### src/hdl/s2lcd_pkg.sv
// Shared types and constants of the serial-to-LCD bridge.
// No dependencies; used by the engine, the result queue, the top level and the checker.
`default_nettype none

package s2lcd_pkg;

	// Input item kinds.
	typedef enum logic [1:0] {
		KIND_RX   = 2'd0,
		KIND_TICK = 2'd1,
		KIND_KEY  = 2'd2,
		KIND_NONE = 2'd3
	} in_kind_t;

	// Result item kinds.
	typedef enum logic [2:0] {
		OK_COMMAND   = 3'd0,
		OK_DATA      = 3'd1,
		OK_BACKLIGHT = 3'd2,
		OK_TX        = 3'd3,
		OK_OVERRUN   = 3'd4
	} out_kind_t;

	// Byte parser state.
	typedef enum logic [2:0] {
		PM_IDLE      = 3'b001,
		PM_CMD       = 3'b010,
		PM_BACKLIGHT = 3'b100
	} parse_mode_t;

	// Configuration register indexes.
	localparam int CFG_IDX_W = 1;
	localparam logic [CFG_IDX_W-1:0] CFG_LONG_WAIT  = 1'b0;
	localparam logic [CFG_IDX_W-1:0] CFG_SHORT_WAIT = 1'b1;

	localparam int WAIT_W = 12;
	localparam logic [WAIT_W-1:0] LONG_WAIT_RESET  = 12'd2000;
	localparam logic [WAIT_W-1:0] SHORT_WAIT_RESET = 12'd40;

	localparam logic [7:0] PREFIX_COMMAND   = 8'hFE;
	localparam logic [7:0] PREFIX_BACKLIGHT = 8'hFD;
	localparam logic [7:0] KEYPAD_PREFIX    = 8'hFE;
	localparam logic [7:0] LONG_CMD_LIMIT   = 8'd4;

	// Result queue geometry.
	localparam int FIFO_DEPTH = 4;
	localparam int FIFO_PTR_W = 2;
	localparam int FIFO_CNT_W = 3;

	typedef struct packed {
		out_kind_t  kind;
		logic [7:0] value;
		logic       last;
	} res_t;

	// Results caused by one accepted item (count is 0, 1 or 2).
	typedef struct packed {
		logic [1:0] count;
		res_t       first;
		res_t       second;
	} emit_t;

endpackage

`default_nettype wire

### src/hdl/s2lcd_engine.sv
// Parser, delay counter, pending transfer and keypad tracker of the bridge.
// Depends on s2lcd_pkg; produces up to two results for each accepted item.
`default_nettype none

module s2lcd_engine import s2lcd_pkg::*; #(
	parameter int ELAPSED_BITS = 12
) (
	input  wire logic                 clk,
	input  wire logic                 arst_n,
	input  wire logic                 cfg_we,
	input  wire logic [CFG_IDX_W-1:0] cfg_index,
	input  wire logic [WAIT_W-1:0]    cfg_data,
	input  wire logic                 item_fire,
	input  wire logic [1:0]           kind,
	input  wire logic [7:0]           rx_byte,
	input  wire logic                 key_pressed,
	input  wire logic [3:0]           key_index,
	output emit_t                     emit
);

	localparam int CMP_W = (ELAPSED_BITS > WAIT_W) ? ELAPSED_BITS : WAIT_W;

	logic [WAIT_W-1:0]       long_wait_q, short_wait_q;
	parse_mode_t             mode_q, mode_d;
	logic [ELAPSED_BITS-1:0] elapsed_q, elapsed_d;
	logic                    pend_valid_q, pend_valid_d;
	logic                    pend_cmd_q, pend_cmd_d;
	logic [7:0]              pend_value_q, pend_value_d;
	logic                    pend_long_q, pend_long_d;
	logic                    prev_pressed_q, prev_pressed_d;
	logic [3:0]              prev_index_q, prev_index_d;

	logic                    rx_is_cmd, rx_long, rx_ready;
	logic [WAIT_W-1:0]       rx_wait, pend_wait;
	logic [ELAPSED_BITS-1:0] tick_elapsed;
	logic                    tick_fire;
	logic [3:0]              key_idx;
	logic                    key_changed;
	logic [7:0]              key_code;
	out_kind_t               rx_lcd_kind, pend_lcd_kind;

	// Configuration registers.
	always_ff @(posedge clk or negedge arst_n) begin
		if (!arst_n) begin
			long_wait_q  <= LONG_WAIT_RESET;
			short_wait_q <= SHORT_WAIT_RESET;
		end else if (cfg_we) begin
			case (cfg_index)
				CFG_LONG_WAIT:  long_wait_q  <= cfg_data;
				CFG_SHORT_WAIT: short_wait_q <= cfg_data;
				default: ;
			endcase
		end
	end

	// Delay checks for a new byte transfer and for the pending one on a tick.
	assign rx_is_cmd    = (mode_q == PM_CMD);
	assign rx_long      = rx_is_cmd && (rx_byte < LONG_CMD_LIMIT);
	assign rx_wait      = rx_long ? long_wait_q : short_wait_q;
	assign rx_ready     = CMP_W'(elapsed_q) >= CMP_W'(rx_wait);
	assign rx_lcd_kind  = rx_is_cmd ? OK_COMMAND : OK_DATA;
	assign tick_elapsed = (&elapsed_q) ? elapsed_q : elapsed_q + 1'b1;
	assign pend_wait    = pend_long_q ? long_wait_q : short_wait_q;
	assign tick_fire    = pend_valid_q && (CMP_W'(tick_elapsed) >= CMP_W'(pend_wait));
	assign pend_lcd_kind = pend_cmd_q ? OK_COMMAND : OK_DATA;

	// Keypad change detection and scan code.
	assign key_idx     = key_pressed ? key_index : 4'd0;
	assign key_changed = (key_pressed != prev_pressed_q) || (key_idx != prev_index_q);
	assign key_code    = {2'b00, key_idx[1:0], 4'(4'b0001 << key_idx[3:2])};

	// Next state and results for one item.
	always_comb begin
		mode_d         = mode_q;
		elapsed_d      = elapsed_q;
		pend_valid_d   = pend_valid_q;
		pend_cmd_d     = pend_cmd_q;
		pend_value_d   = pend_value_q;
		pend_long_d    = pend_long_q;
		prev_pressed_d = prev_pressed_q;
		prev_index_d   = prev_index_q;
		emit.count        = 2'd0;
		emit.first.kind   = OK_OVERRUN;
		emit.first.value  = rx_byte;
		emit.first.last   = 1'b1;
		emit.second.kind  = OK_TX;
		emit.second.value = key_code;
		emit.second.last  = 1'b1;

		case (in_kind_t'(kind))
			KIND_RX: begin
				if (pend_valid_q) begin
					emit.count = 2'd1;
				end else begin
					case (mode_q)
						PM_CMD: begin
							mode_d = PM_IDLE;
						end
						PM_BACKLIGHT: begin
							mode_d           = PM_IDLE;
							emit.count       = 2'd1;
							emit.first.kind  = OK_BACKLIGHT;
						end
						default: begin
							if (rx_byte == PREFIX_COMMAND) begin
								mode_d = PM_CMD;
							end else if (rx_byte == PREFIX_BACKLIGHT) begin
								mode_d = PM_BACKLIGHT;
							end else begin
								mode_d = PM_IDLE;
							end
						end
					endcase
					// An LCD transfer goes out now or is held pending.
					if (rx_is_cmd || (mode_q != PM_BACKLIGHT && rx_byte != PREFIX_COMMAND
							&& rx_byte != PREFIX_BACKLIGHT)) begin
						if (rx_ready) begin
							elapsed_d       = '0;
							emit.count      = 2'd1;
							emit.first.kind = rx_lcd_kind;
						end else begin
							pend_valid_d = 1'b1;
							pend_cmd_d   = rx_is_cmd;
							pend_value_d = rx_byte;
							pend_long_d  = rx_long;
						end
					end
				end
			end
			KIND_TICK: begin
				if (tick_fire) begin
					pend_valid_d     = 1'b0;
					elapsed_d        = '0;
					emit.count       = 2'd1;
					emit.first.kind  = pend_lcd_kind;
					emit.first.value = pend_value_q;
				end else begin
					elapsed_d = tick_elapsed;
				end
			end
			KIND_KEY: begin
				prev_pressed_d = key_pressed;
				prev_index_d   = key_idx;
				if (key_changed && key_pressed) begin
					emit.count       = 2'd2;
					emit.first.kind  = OK_TX;
					emit.first.value = KEYPAD_PREFIX;
					emit.first.last  = 1'b0;
				end
			end
			default: ;
		endcase

		if (!item_fire) begin
			emit.count = 2'd0;
		end
	end

	// State registers, updated only on an accepted item.
	always_ff @(posedge clk or negedge arst_n) begin
		if (!arst_n) begin
			mode_q         <= PM_IDLE;
			elapsed_q      <= '1;
			pend_valid_q   <= 1'b0;
			pend_cmd_q     <= 1'b0;
			pend_value_q   <= 8'd0;
			pend_long_q    <= 1'b0;
			prev_pressed_q <= 1'b0;
			prev_index_q   <= 4'd0;
		end else if (item_fire) begin
			mode_q         <= mode_d;
			elapsed_q      <= elapsed_d;
			pend_valid_q   <= pend_valid_d;
			pend_cmd_q     <= pend_cmd_d;
			pend_value_q   <= pend_value_d;
			pend_long_q    <= pend_long_d;
			prev_pressed_q <= prev_pressed_d;
			prev_index_q   <= prev_index_d;
		end
	end

endmodule

`default_nettype wire

### src/hdl/s2lcd_res_fifo.sv
// Result queue of the bridge: takes up to two results a cycle, hands out one unless stalled.
// Depends on s2lcd_pkg for the result and emit types.
`default_nettype none

module s2lcd_res_fifo import s2lcd_pkg::*; (
	input  wire logic clk,
	input  wire logic arst_n,
	input  emit_t     emit,
	output logic      full2,
	output logic      out_valid,
	input  wire logic out_stall,
	output res_t      head
);

	res_t                  mem_q [FIFO_DEPTH];
	logic [FIFO_PTR_W-1:0] rd_ptr_q, wr_ptr_q, wr_ptr_p1;
	logic [FIFO_CNT_W-1:0] count_q;
	logic                  pop;

	assign wr_ptr_p1 = wr_ptr_q + 1'b1;
	assign out_valid = (count_q != '0);
	assign head      = mem_q[rd_ptr_q];
	assign pop       = out_valid && !out_stall;
	// Fewer than two free slots: no new item can be taken.
	assign full2     = (count_q > FIFO_CNT_W'(FIFO_DEPTH - 2));

	// Storage writes; the head slot is never written while occupied.
	always_ff @(posedge clk) begin
		if (emit.count != 2'd0) begin
			mem_q[wr_ptr_q] <= emit.first;
		end
		if (emit.count == 2'd2) begin
			mem_q[wr_ptr_p1] <= emit.second;
		end
	end

	// Pointers and fill count.
	always_ff @(posedge clk or negedge arst_n) begin
		if (!arst_n) begin
			rd_ptr_q <= '0;
			wr_ptr_q <= '0;
			count_q  <= '0;
		end else begin
			wr_ptr_q <= wr_ptr_q + FIFO_PTR_W'(emit.count);
			if (pop) begin
				rd_ptr_q <= rd_ptr_q + 1'b1;
			end
			count_q <= count_q + FIFO_CNT_W'(emit.count) - FIFO_CNT_W'(pop);
		end
	end

endmodule

`default_nettype wire

### src/hdl/serial_to_char_lcd_bridge_core.sv
// Serial-to-character-LCD bridge, top level.
// Input channel (in_valid/in_stall) carries one item per cycle unless stalled:
// a serial rx byte, a one-microsecond tick or a keypad sample, selected by kind.
// Output channel (out_valid/out_stall) carries LCD commands, LCD data, backlight
// values, serial tx bytes and overrun reports, with last set on the final result
// of each item. An item causes zero, one or two results.
// Latency: with the queue empty, a result is offered in the cycle after its item
// is accepted; otherwise it waits behind the results already queued.
// Throughput: one item per cycle; the rate is set by the four-entry result queue,
// which takes two results a cycle and hands out one. The queue absorbs the second
// result of an isolated keypad press; over a long run of items that each make a
// result, with the output never stalled, every keypad press costs an input stall.
// in_stall rises when the queue has fewer than two free entries.
// When the receiver stalls, the offered result holds and the queue fills, then
// in_stall is raised; no result is lost.
// Configuration: cfg_we with cfg_index 0 (long wait) or 1 (short wait) and
// cfg_data; the user must write only while the block is idle (not enforced).
// Reset: arst_n clears the parser, empties the queue, saturates the delay counter,
// and loads the waits with 2000 and 40 microseconds.
`default_nettype none

module serial_to_char_lcd_bridge_core import s2lcd_pkg::*; #(
	parameter int ELAPSED_BITS = 12
) (
	input  wire logic                 clk,
	input  wire logic                 arst_n,
	input  wire logic                 cfg_we,
	input  wire logic [CFG_IDX_W-1:0] cfg_index,
	input  wire logic [WAIT_W-1:0]    cfg_data,
	input  wire logic                 in_valid,
	output logic                      in_stall,
	input  wire logic [1:0]           kind,
	input  wire logic [7:0]           rx_byte,
	input  wire logic                 key_pressed,
	input  wire logic [3:0]           key_index,
	output logic                      out_valid,
	input  wire logic                 out_stall,
	output logic [2:0]                out_kind,
	output logic [7:0]                out_value,
	output logic                      last
);

	logic  item_fire;
	emit_t emit;
	res_t  head;

	assign item_fire = in_valid && !in_stall;

	// Per-item processing.
	s2lcd_engine #(
		.ELAPSED_BITS (ELAPSED_BITS)
	) u_engine (
		.clk         (clk),
		.arst_n      (arst_n),
		.cfg_we      (cfg_we),
		.cfg_index   (cfg_index),
		.cfg_data    (cfg_data),
		.item_fire   (item_fire),
		.kind        (kind),
		.rx_byte     (rx_byte),
		.key_pressed (key_pressed),
		.key_index   (key_index),
		.emit        (emit)
	);

	// Result queue toward the output channel.
	s2lcd_res_fifo u_res_fifo (
		.clk       (clk),
		.arst_n    (arst_n),
		.emit      (emit),
		.full2     (in_stall),
		.out_valid (out_valid),
		.out_stall (out_stall),
		.head      (head)
	);

	assign out_kind  = head.kind;
	assign out_value = head.value;
	assign last      = head.last;

endmodule

`default_nettype wire

### config.mk
export PLATFORM = sky130hd
export DESIGN_NAME = serial_to_char_lcd_bridge_core
export DESIGN_NICKNAME = d
export VERILOG_FILES = /design/src/hdl/s2lcd_pkg.sv /design/src/hdl/s2lcd_engine.sv /design/src/hdl/s2lcd_res_fifo.sv /design/src/hdl/serial_to_char_lcd_bridge_core.sv
export SDC_FILE = /design/constraint.sdc
export NUM_CORES = 1
export LEC_CHECK = 0
export BUFFER_PORTS_ARGS = -buffer_cell sky130_fd_sc_hd__buf_2
export CORE_AREA = 8 8 111 113
export CTS_CLUSTER_SIZE = 16
export DETAILED_ROUTE_END_ITERATION = 6
export DIE_AREA = 0 0 119 121
export PLACE_DENSITY = 0.85
export SETUP_SLACK_MARGIN = 0.2
export SYNTH_ARGS = -nofsm -noshare
export SYNTH_HDL_FRONTEND = slang
export SYNTH_SLANG_ARGS = --single-unit
### constraint.sdc
create_clock -name clk -period 6.3 [get_ports clk]
set_input_delay 0 -clock clk [delete_from_list [all_inputs] [get_ports clk]]
set_output_delay 0 -clock clk [all_outputs]
set_load 0.05 [all_outputs]
* After elaboration in Yosys (flattened, before gate mapping) *
Memory sizes are Yosys's and may differ from the RTL's.
Index checks and enable logic that the tools add are counted.

storage, ports and cells
  register bits after elaboration = 62
  memory bits (writable) = 48
  bits of input ports = 33
  memories kept = 1

memories
  name              words  width  read ports  clocked after memory_dff  wr ports  line                  RTL
  u_res_fifo.mem_q  4      12     1           0                         2         s2lcd_res_fifo.sv:15  res_t mem_q [FIFO_DEPTH];

cells by class
  $add $sub $neg = 6
  $lt $le $gt $ge = 4
  equality and inequality tests = 16
  shift-type cells = 1
  multiplexer cells = 34
  bitwise operators = 3
  reductions and logical operators = 24

operators by type and width
  cell                                                count
  2-to-1 mux 12 bit                                   8
  >= comparator 12 bit                                2
  one-hot mux 12 bit (2 select lines)                 1
  equality test 8 bit, second input constant          2
  != test 8 bit, second input constant                2
  one-hot mux 8 bit (2 select lines)                  1
  one-hot mux 5 bit (3 select lines)                  1
  2-to-1 mux 14 bit                                   1
  adder 12 x 1 -> 12 bit, second input constant       1
  2-to-1 mux 3 bit                                    4
  2-to-1 mux 4 bit                                    3
  AND reduction 12 bit                                1
  2-to-1 mux 1 bit                                    11
  AND reduction 5 bit                                 2
  < comparator 8 x 3 -> 1 bit, second input constant  1
  logical AND 1 bit                                   7
  != test 2 x 1 -> 1 bit, second input constant       3
  AND reduction 2 bit                                 3
  AND reduction 3 bit                                 2
  2-to-1 mux 5 bit                                    1
  adder 2 x 1 -> 2 bit, second input constant         2
  equality test 2 bit, second input constant          2
  2-to-1 mux 2 bit                                    2
  != test 4 bit                                       1
  other kinds (19)                                    24

* Longest topological paths before layout *
Gate-level depths: netlist of the first run.

  word-level depth = 12
  gate-level depth with buffers = 18
  mapped depth without buffers = 18

* Modules after synthesis *
From an unflattened synthesis of the first run, not the netlist that was laid out.

second synthesis, totals
  cell total of the unflattened synthesis = 526
  area, all modules = 6596.3 sq um

modules (own cells, without submodules)
  module                          times used  cells each  area each (sq um)  seq. area each (sq um)
  s2lcd_engine                    1           367         3771.1             1402.6
  s2lcd_res_fifo                  1           158         2811.4             1616.6
  serial_to_char_lcd_bridge_core  1           1           13.8               0.0

* Worst setup path after synthesis of the first run *
No wires, ideal clock.

  path kind = flip-flop to flip-flop
  start point = register u_engine.elapsed_q[5]
  end point = register u_res_fifo.count_q[2]
  library setup time = 123 ps
  arrival = 4192 ps
  required time = 6177 ps
  path slack = 1985 ps
  cell stages (with the launch flop) = 19
  cells stage by stage = dfstp_2 -> and4_1 -> nand4_1 -> nor2_1 -> nor3b_1 -> and3_1 -> xnor2_1 -> inv_1 -> ha_1 -> nand2_1 -> a211o_1 -> o31a_2 -> a21o_1 -> a21oi_1 -> ha_1 -> inv_1 -> fa_1 -> xor2_1 -> xnor2_1

between the ends
  longest elaborated chain between the ends = 9
  elaborated cells between the ends (all ways) = 14
  those cells by class = 3 x add/sub; 2 x order compare; 7 x mux; 2 x reduce/logical

ends and longest elaborated chain
  element                                                                line                  RTL
  start: declaration                                                     s2lcd_engine.sv:25    logic [ELAPSED_BITS-1:0] elapsed_q, elapsed_d;
  start signal: assignment                                               s2lcd_engine.sv:172   elapsed_q <= elapsed_d;
  adder 12 x 1 -> 12 bit / AND reduction 12 bit (equally long branches)  s2lcd_engine.sv:62    assign tick_elapsed = (&elapsed_q) ? elapsed_q : elapsed_q + 1'b1;
  2-to-1 mux 12 bit                                                      s2lcd_engine.sv:62
  >= comparator 12 bit                                                   s2lcd_engine.sv:64    assign tick_fire = pend_valid_q && (CMP_W'(tick_elapsed) >= CMP_W'(pend_wait));
  logical AND 1 bit                                                      s2lcd_engine.sv:64
  2-to-1 mux 12 bit                                                      s2lcd_engine.sv:131   if (tick_fire) begin
  one-hot mux 5 bit (3 select lines) (*)                                 s2lcd_engine.sv:90    case (in_kind_t'(kind))
  2-to-1 mux 2 bit (*)                                                   s2lcd_engine.sv:154   if (!item_fire) begin
  adder 3 x 2 -> 3 bit (*)                                               s2lcd_res_fifo.sv:48  count_q <= count_q + FIFO_CNT_W'(emit.count) - FIFO_CNT_W'(pop);
  subtractor 3 x 1 -> 3 bit (*)                                          s2lcd_res_fifo.sv:48
  end signal: assignment                                                 s2lcd_res_fifo.sv:48
  end: declaration                                                       s2lcd_res_fifo.sv:17  logic [FIFO_CNT_W-1:0] count_q;

Mark *: on every way between the ends. The rest lies on a longest branch, timed or not.
A chain may end at the register's enable or synchronous reset.

* Worst setup path in the final report of the first run *
Ends and elaborated chain as after synthesis.

==> flow_summary.yaml, run 1 <==
route:
  totalWireLength_um: 15600
  num_vias: 4995
  postRouteAntennaNets: 0
  vias_per_cell: 6.35
  wl_per_cell_um: 19.8
  first_pass_iters: 5
  drt_iter0_drc: 529
  drc: 0
sta:
  setup_viol: 0
  fmax_mhz: 199
  tightest_slew_ns: 1.06
  drv_slew: 0
  min_period_ns: 5.02
  whs_ns: 0.0249
  rsz0062_at_grt: "no"
  fin_crit_sh_pct: 79.6
  setup_slack_ns: 1.28
  tns_ns: 0
  relSlewSlack_pct: 28.9
  finalHoldViolations: 0
  skew_ns: 0.0177
cells_and_area:
  final_layout_size_suffix_gt1_share_pct: 23.5
  syn2layout_area_growth_pct: 12.1
  utilization_pct: 66.9
  layout.cells.non_filler: 787
  post-route-cell-area_um2: 7090
  finalNetCount: 709
  n_antenna_cell: 0
setup_path:
  worstPathMaxFanout: 8
  end_kind: "flip-flop"
  critPathKind: "flip-flop to flip-flop"
  worst_r2r_endpoint: "u_res_fifo.count_q[2]"
  startpoint: "u_engine.elapsed_q[5]"
  required_ns: 6.58
  cp-endpoint: "u_res_fifo.count_q[2]"
  r2r_cells: 18
  r2r_start: "u_engine.elapsed_q[5]"
  cp.arrival_ns: 5.30
  cp-start-kind: "flip-flop"
  r2r_setup_slack_ns: 1.28
clock_tree:
  cts_tree: "built"
  cts_resized: 0
  clock_latency_ns: 0.40
  clkTransAtPathRegs_ns: 0.11
  cts-root-buf: "clkbuf_8"
  postCtsSetupRepairBufs: 0
  postCtsHoldBufs: 26
  cts_buffers: 9
  clock-sinks: 110
  clk_path_buf_depth: 2
  cts_max_level: 3
yosys:
  synth-warning-count: 0
  yosys.area.top_type: "dfrtp_1"
  synth_top_area_share_pct: 16.2
  synthesis.instances: 582
  synthTopCellsByArea: "dfrtp_1 16%, edfxtp_1 11%, dfstp_2 8.7%, dfxtp_1 7.6%, ha_1 6.5%"
  synth_ff_type: "dfrtp_1"
  syn-num-nets: 649
  syn_area_um2: 6320
  synth-async-reset-ratio_pct: 56.4
  synth.distinct_cells: 72
  synth_edf_count: 24
  synth_seq_cells: 110
  synth_area_per_cell_um2: 10.9
  synth_sequential_area_ratio_pct: 43.9
die:
  die-area_um2: 14400
  dieHeight_um: 121
  die_x_um: 119
  initial_core_util_pct: 59.7
  io_pins: 47
  coreArea_um2: 10600
  rows: 38
min_path:
  holdCritPathClass: "input port to flip-flop"
global_routing:
  grt_max_degree: 63
  globalRouteOverflowTotal: 0
  antenna_found_initial: 0
  grt.total_usage_pct: 22.3
  grt_pass1_wl_um: 25900
  grt_pass1_vias: 5165
placement:
  dp_cells: 745
  post-place-ws_ns: 1.40
  place_area_um2: 6630
  portBuffers: 46
  gp_congestion: 0.944
  hpwl_um: 11600
pwr:
  finalPower_mw: 2.32
  power.density_nw_per_um2: 328
  leakage_nw: 2.98
  vdd_drop_max_v: 0.000221
run:
  maxCapViolations: 0
status:
  status: "finished, final reports clean"
-- critical path: stages (launching register included) --
cell and delay [ns]:
dfstp_2 0.63, and4_1 0.29, nand4_1 0.17, nor2_1 0.42
nor3b_1 0.24, and3_1 0.25, xnor2_1 0.20, inv_1 0.07
ha_1 0.30, nand2_1 0.12, a211o_1 0.28, o31a_2 0.40
a21o_1 0.24, a21oi_1 0.37, ha_1 0.22, inv_1 0.05
fa_1 0.37, xor2_1 0.16, xnor2_1 0.12
-- cells by family (layout without fill, tap and decap cells) --
kind of cell,count (synthesis),after routing,synth area share (%)
mux,73,73,14.6
flops,110,110,43.9
xor+xnor,19,19,2.63
simple gates,157,157,12.0
compound gates,144,144,17.0
buf+inv,45,110,2.99
fa+ha+maj,34,34,6.84
-- worst min-delay path by stage --
| stage | start | end | slack (ns) | depth (start not counted) |
|---|---|---|---|---|
| 6_report | key_pressed | u_engine.prev_pressed_q | 0.02 | 2 |
| 4_1_cts | key_pressed | u_engine.prev_pressed_q | 0.01 | 2 |
| 3_5_place_dp | arst_n | u_res_fifo.rd_ptr_q[1] | 0.22 | 2 |
| 2_1_floorplan | arst_n | u_engine.long_wait_q[0] | -0.30 | 0 |
| 3_3_place_gp | arst_n | u_res_fifo.rd_ptr_q[0] | 0.20 | 2 |
| 5_1_grt | key_pressed | u_engine.prev_pressed_q | 0.04 | 2 |
-- Yosys cell counts, types with 3 or more instances --
cell,instances
nand2_1,64
dfrtp_1,41
mux2_2,35
ha_1,33
nor2_1,29
mux2i_1,26
o21ai_0,26
dfxtp_1,24
edfxtp_1,24
o22ai_1,23
a21oi_1,22
dfstp_2,21
inv_1,20
clkbuf_1,13
mux4_2,12
nand3_1,10
o211a_1,10
xnor2_1,10
nand2b_1,9
xor2_1,9
nor2b_1,8
o31ai_1,8
buf_2,7
a31oi_1,6
and3_1,6
nor3_1,6
nand4_1,5
a221oi_2,4
a22o_1,4
a31o_2,4
or3_1,4
a21o_1,3
and2_1,3
buf_1,3
o21ai_1,3
-- cells in the final DEF (no fill, tap or decap), types with 26 or more instances in the layout --
master,n
buf_2,46
dlygate4sd3_1,26
nor2_1,29
dfrtp_1,41
ha_1,33
mux2i_1,26
mux2_2,35
nand2_1,64
o21ai_0,26
-- metal layers --
metal / global-route usage, % / up-vias / wire [um]
li1: - / 2298 / -
met1: 26.0 / 2413 / 6220
met2: 38.3 / 234 / 7780
met3: 4.61 / 50 / 1080
met4: 11.0 / 0 / 506
met5: 0 / - / 0
-- sequential cells by signal, indices dropped and copies added, names as in the netlist, 2 cells and up --
signal,cells
u_res_fifo.mem_q,48
u_engine.elapsed_q,12
u_engine.long_wait_q,12
u_engine.short_wait_q,12
u_engine.pend_value_q,8
u_engine.prev_index_q,4
u_engine.mode_q,3
u_res_fifo.count_q,3
u_res_fifo.rd_ptr_q,2
u_res_fifo.wr_ptr_q,2
-- cell type report --
cell class                 instances  area [um^2]
fill                             804         3510
multi-input combinational        427         3360
sequential                       110         2780
timing repair buffer              74          505
tap                              140          175
clock buffer                       9          124
clock inverter                     7         75.1
inverter                          20         75.1
-- where the power goes --
part	internal (mW)	total [mW]	switching [mW]
logic	0.339	0.833	0.493
registers	0.892	1.06	0.168
clock network	0.157	0.431	0.274
Note: power is estimated with default switching activity, not from simulation.
==> run 2: changes to the inputs <==
clock period = 4.96 ns   (was 6.3 ns; I/O delays follow)
==> run 2 against run 1 <==
Net effect: fmax grew 11%; critical path type unchanged; first-iteration DRC count shrank 11%; power grew 28%; die area is the same; non-clock buffer count grew 14; clock skew shrank 0.00094 ns; flip-flop and latch count is the same; utilization grew 1.4 points; global-route usage shrank 0.86 points; cell count grew 1.8%; sequential power grew 26%.
==> flow_summary.yaml, run 2 (synthesis results as in run 1) <==
cells_and_area:
  top_register: "u_res_fifo.mem_q"
  final_cell_mix: "64 x nand2_1, 46 x buf_2, 41 x dfrtp_1, 35 x mux2_2, 33 x ha_1"
  finalNetCount: 723
  n_antenna_cell: 0
  largest_reg_flops: 48
  final_layout_size_suffix_gt1_share_pct: 26.2
  final_common_cell: "nand2_1"
  syn2layout_area_growth_pct: 14.5
  fill_cells: 747
sta:
  setup_viol: 0
  tns_ns: 0
  tightest_slew_ns: 1.11
  whs_ns: 0.0238
  finalHoldViolations: 0
  rsz0062_at_grt: "no"
  fin_crit_sh_pct: 91.0
  fmax_mhz: 222
  relSlewSlack_pct: 25.6
  drv_slew: 0
  skew_ns: 0.0168
  min_period_ns: 4.51
die:
  coreArea_um2: 10600
  rows: 38
  initial_core_util_pct: 59.7
  die-area_um2: 14400
  die_x_um: 119
  dieHeight_um: 121
  io_pins: 47
route:
  first_pass_iters: 5
  postRouteAntennaNets: 0
  wl_per_cell_um: 19.1
  num_vias: 4977
  drt_iter0_drc: 470
  drc: 0
  totalWireLength_um: 15300
  vias_per_cell: 6.21
placement:
  portBuffers: 46
  gp_congestion: 0.936
  hpwl_um: 11400
global_routing:
  met2_usage_pct: 35.4
  antenna_found_initial: 0
  globalRouteOverflowTotal: 0
  grt_use_met1_pct: 26.4
  grt-busiest-layer: "met2"
  grt_pass1_vias: 5077
  grt.total_usage_pct: 21.4
  grt_pass1_wl_um: 25000
  grt_max_degree: 63
  met3_usage_pct: 4.93
setup_path:
  required_ns: 5.24
  crit_slowest_cell: "dfstp_2"
  slowest_delay_ns: 0.62
  end_kind: "flip-flop"
  cp-start-kind: "flip-flop"
  path_cells: "and4_2 > nand4_1 > nor2_2 > buf_4 > nor2b_1 > and3_1 > xor2_1 > ha_1 > nand4_1 > a211o_1 > o31a_2 > a21o_1 > a21oi_4 > ha_1 > inv_1 > fa_1 > xor2_1 > xnor2_1"
  cp.arrival_ns: 4.79
  worstPathMaxFanout: 6
  startpoint: "u_engine.elapsed_q[6]"
  r2r_cells: 18
  critPathKind: "flip-flop to flip-flop"
  r2r_start: "u_engine.elapsed_q[6]"
min_path:
  hold_start: "key_index[1]"
  whs_path_depth: 3
  holdCritPathClass: "input port to flip-flop"
run:
  maxCapViolations: 0
clock_tree:
  cts_max_level: 3
  clock_latency_ns: 0.40
  clkTransAtPathRegs_ns: 0.12
  cts_tree: "built"
  clock-sinks: 110
  cts_buffers: 9
  cts-root-buf: "clkbuf_8"
  clk_path_buf_depth: 2
pwr:
  vdd_drop_max_v: 0.000291
  leakage_nw: 3.04
  power.density_nw_per_um2: 410
status:
  status: "finished, final reports clean"
## run 2: cell count changes in the layout (fill, tap and decap cells not counted), sizes merged
cell	change
clkinv	-1
buf	+14
clkinvlp	+1
## run 2: path summary, 6_finish.rpt
| check | end | slack (ns) |
|---|---|---|
| setup reg to reg | u_res_fifo.count_q[2] | 0.45 |
| max in group asynchronous | u_engine.long_wait_q[0] | 4.14 |
| min in group asynchronous | u_engine.prev_index_q[1] | 0.30 |
| hold reg to reg | u_res_fifo.mem_q[3][10] | 0.47 |
| setup / recovery | u_res_fifo.count_q[2] | 0.45 |
| hold / removal | u_engine.prev_index_q[1] | 0.02 |
## run 2: power by group
| part | leakage, nW | switching [mW] | internal (mW) |
|---|---|---|---|
| Clock | 0.101 | 0.360 | 0.205 |
| Sequential | 1.14 | 0.205 | 1.13 |
| Combinational | 1.80 | 0.628 | 0.436 |
## run 2: critical path, delay by kind of cell, from the launching register on
kind                     cells  cell delay, ns
AO/OA/AOI/OAI                4            1.17
XOR/XNOR                     3            0.44
adder cells (fa/ha/maj)      3            0.83
buffers and inverters        2            0.21
flip-flops                   1            0.62
AND/OR/NAND/NOR              6            1.13
## run 2: layer usage
metal	wire length [um]	vias up	part of all wire [%]
met3	1070	46	7.0
met4	426	0	2.8
met1	6340	2397	41
li1	-	2335	-
met5	0	-	0
met2	7480	199	49
## run 2: stage by stage
stage / cells / cell area, um^2 / power [mW] / setup WS [ns] / utilization (%)
6_report: 801 / 7240 / 2.97 / 0.446 / 68.3
5_1_grt: 801 / 7240 / 3.12 / 0.187 / 68.3
4_1_cts: 797 / 7180 / 2.96 / 0.214 / 67.7
3_5_place_dp: 755 / 6710 / 2.40 / 0.304 / 63.3
3_3_place_gp: 755 / 6710 / 2.35 / 0.357 / 63.3
2_1_floorplan: 582 / 6320 / 2.14 / 0.645 / -
## run 2: timing repair
| item | in CTS | in global routing |
|---|---|---|
| endpoints found under the hold margin | 78 | 0 |
| setup endpoints to repair | 0 | 52 |
| hold buffers | 26 | 0 |
| resized for setup | 0 | 8 |
| setup buffers | 0 | 4 |
## run 2: final cells by class
cell class	instances	area, um^2	area share, %
Clock inverter	7	85.1	1.17
Clock buffer	9	124	1.71
Sequential cell	110	2780	38.4
Multi-Input combinational cell	427	3390	46.9
Tap cell	140	175	2.42
Inverter	20	75.1	1.04
Timing Repair Buffer	88	611	8.43
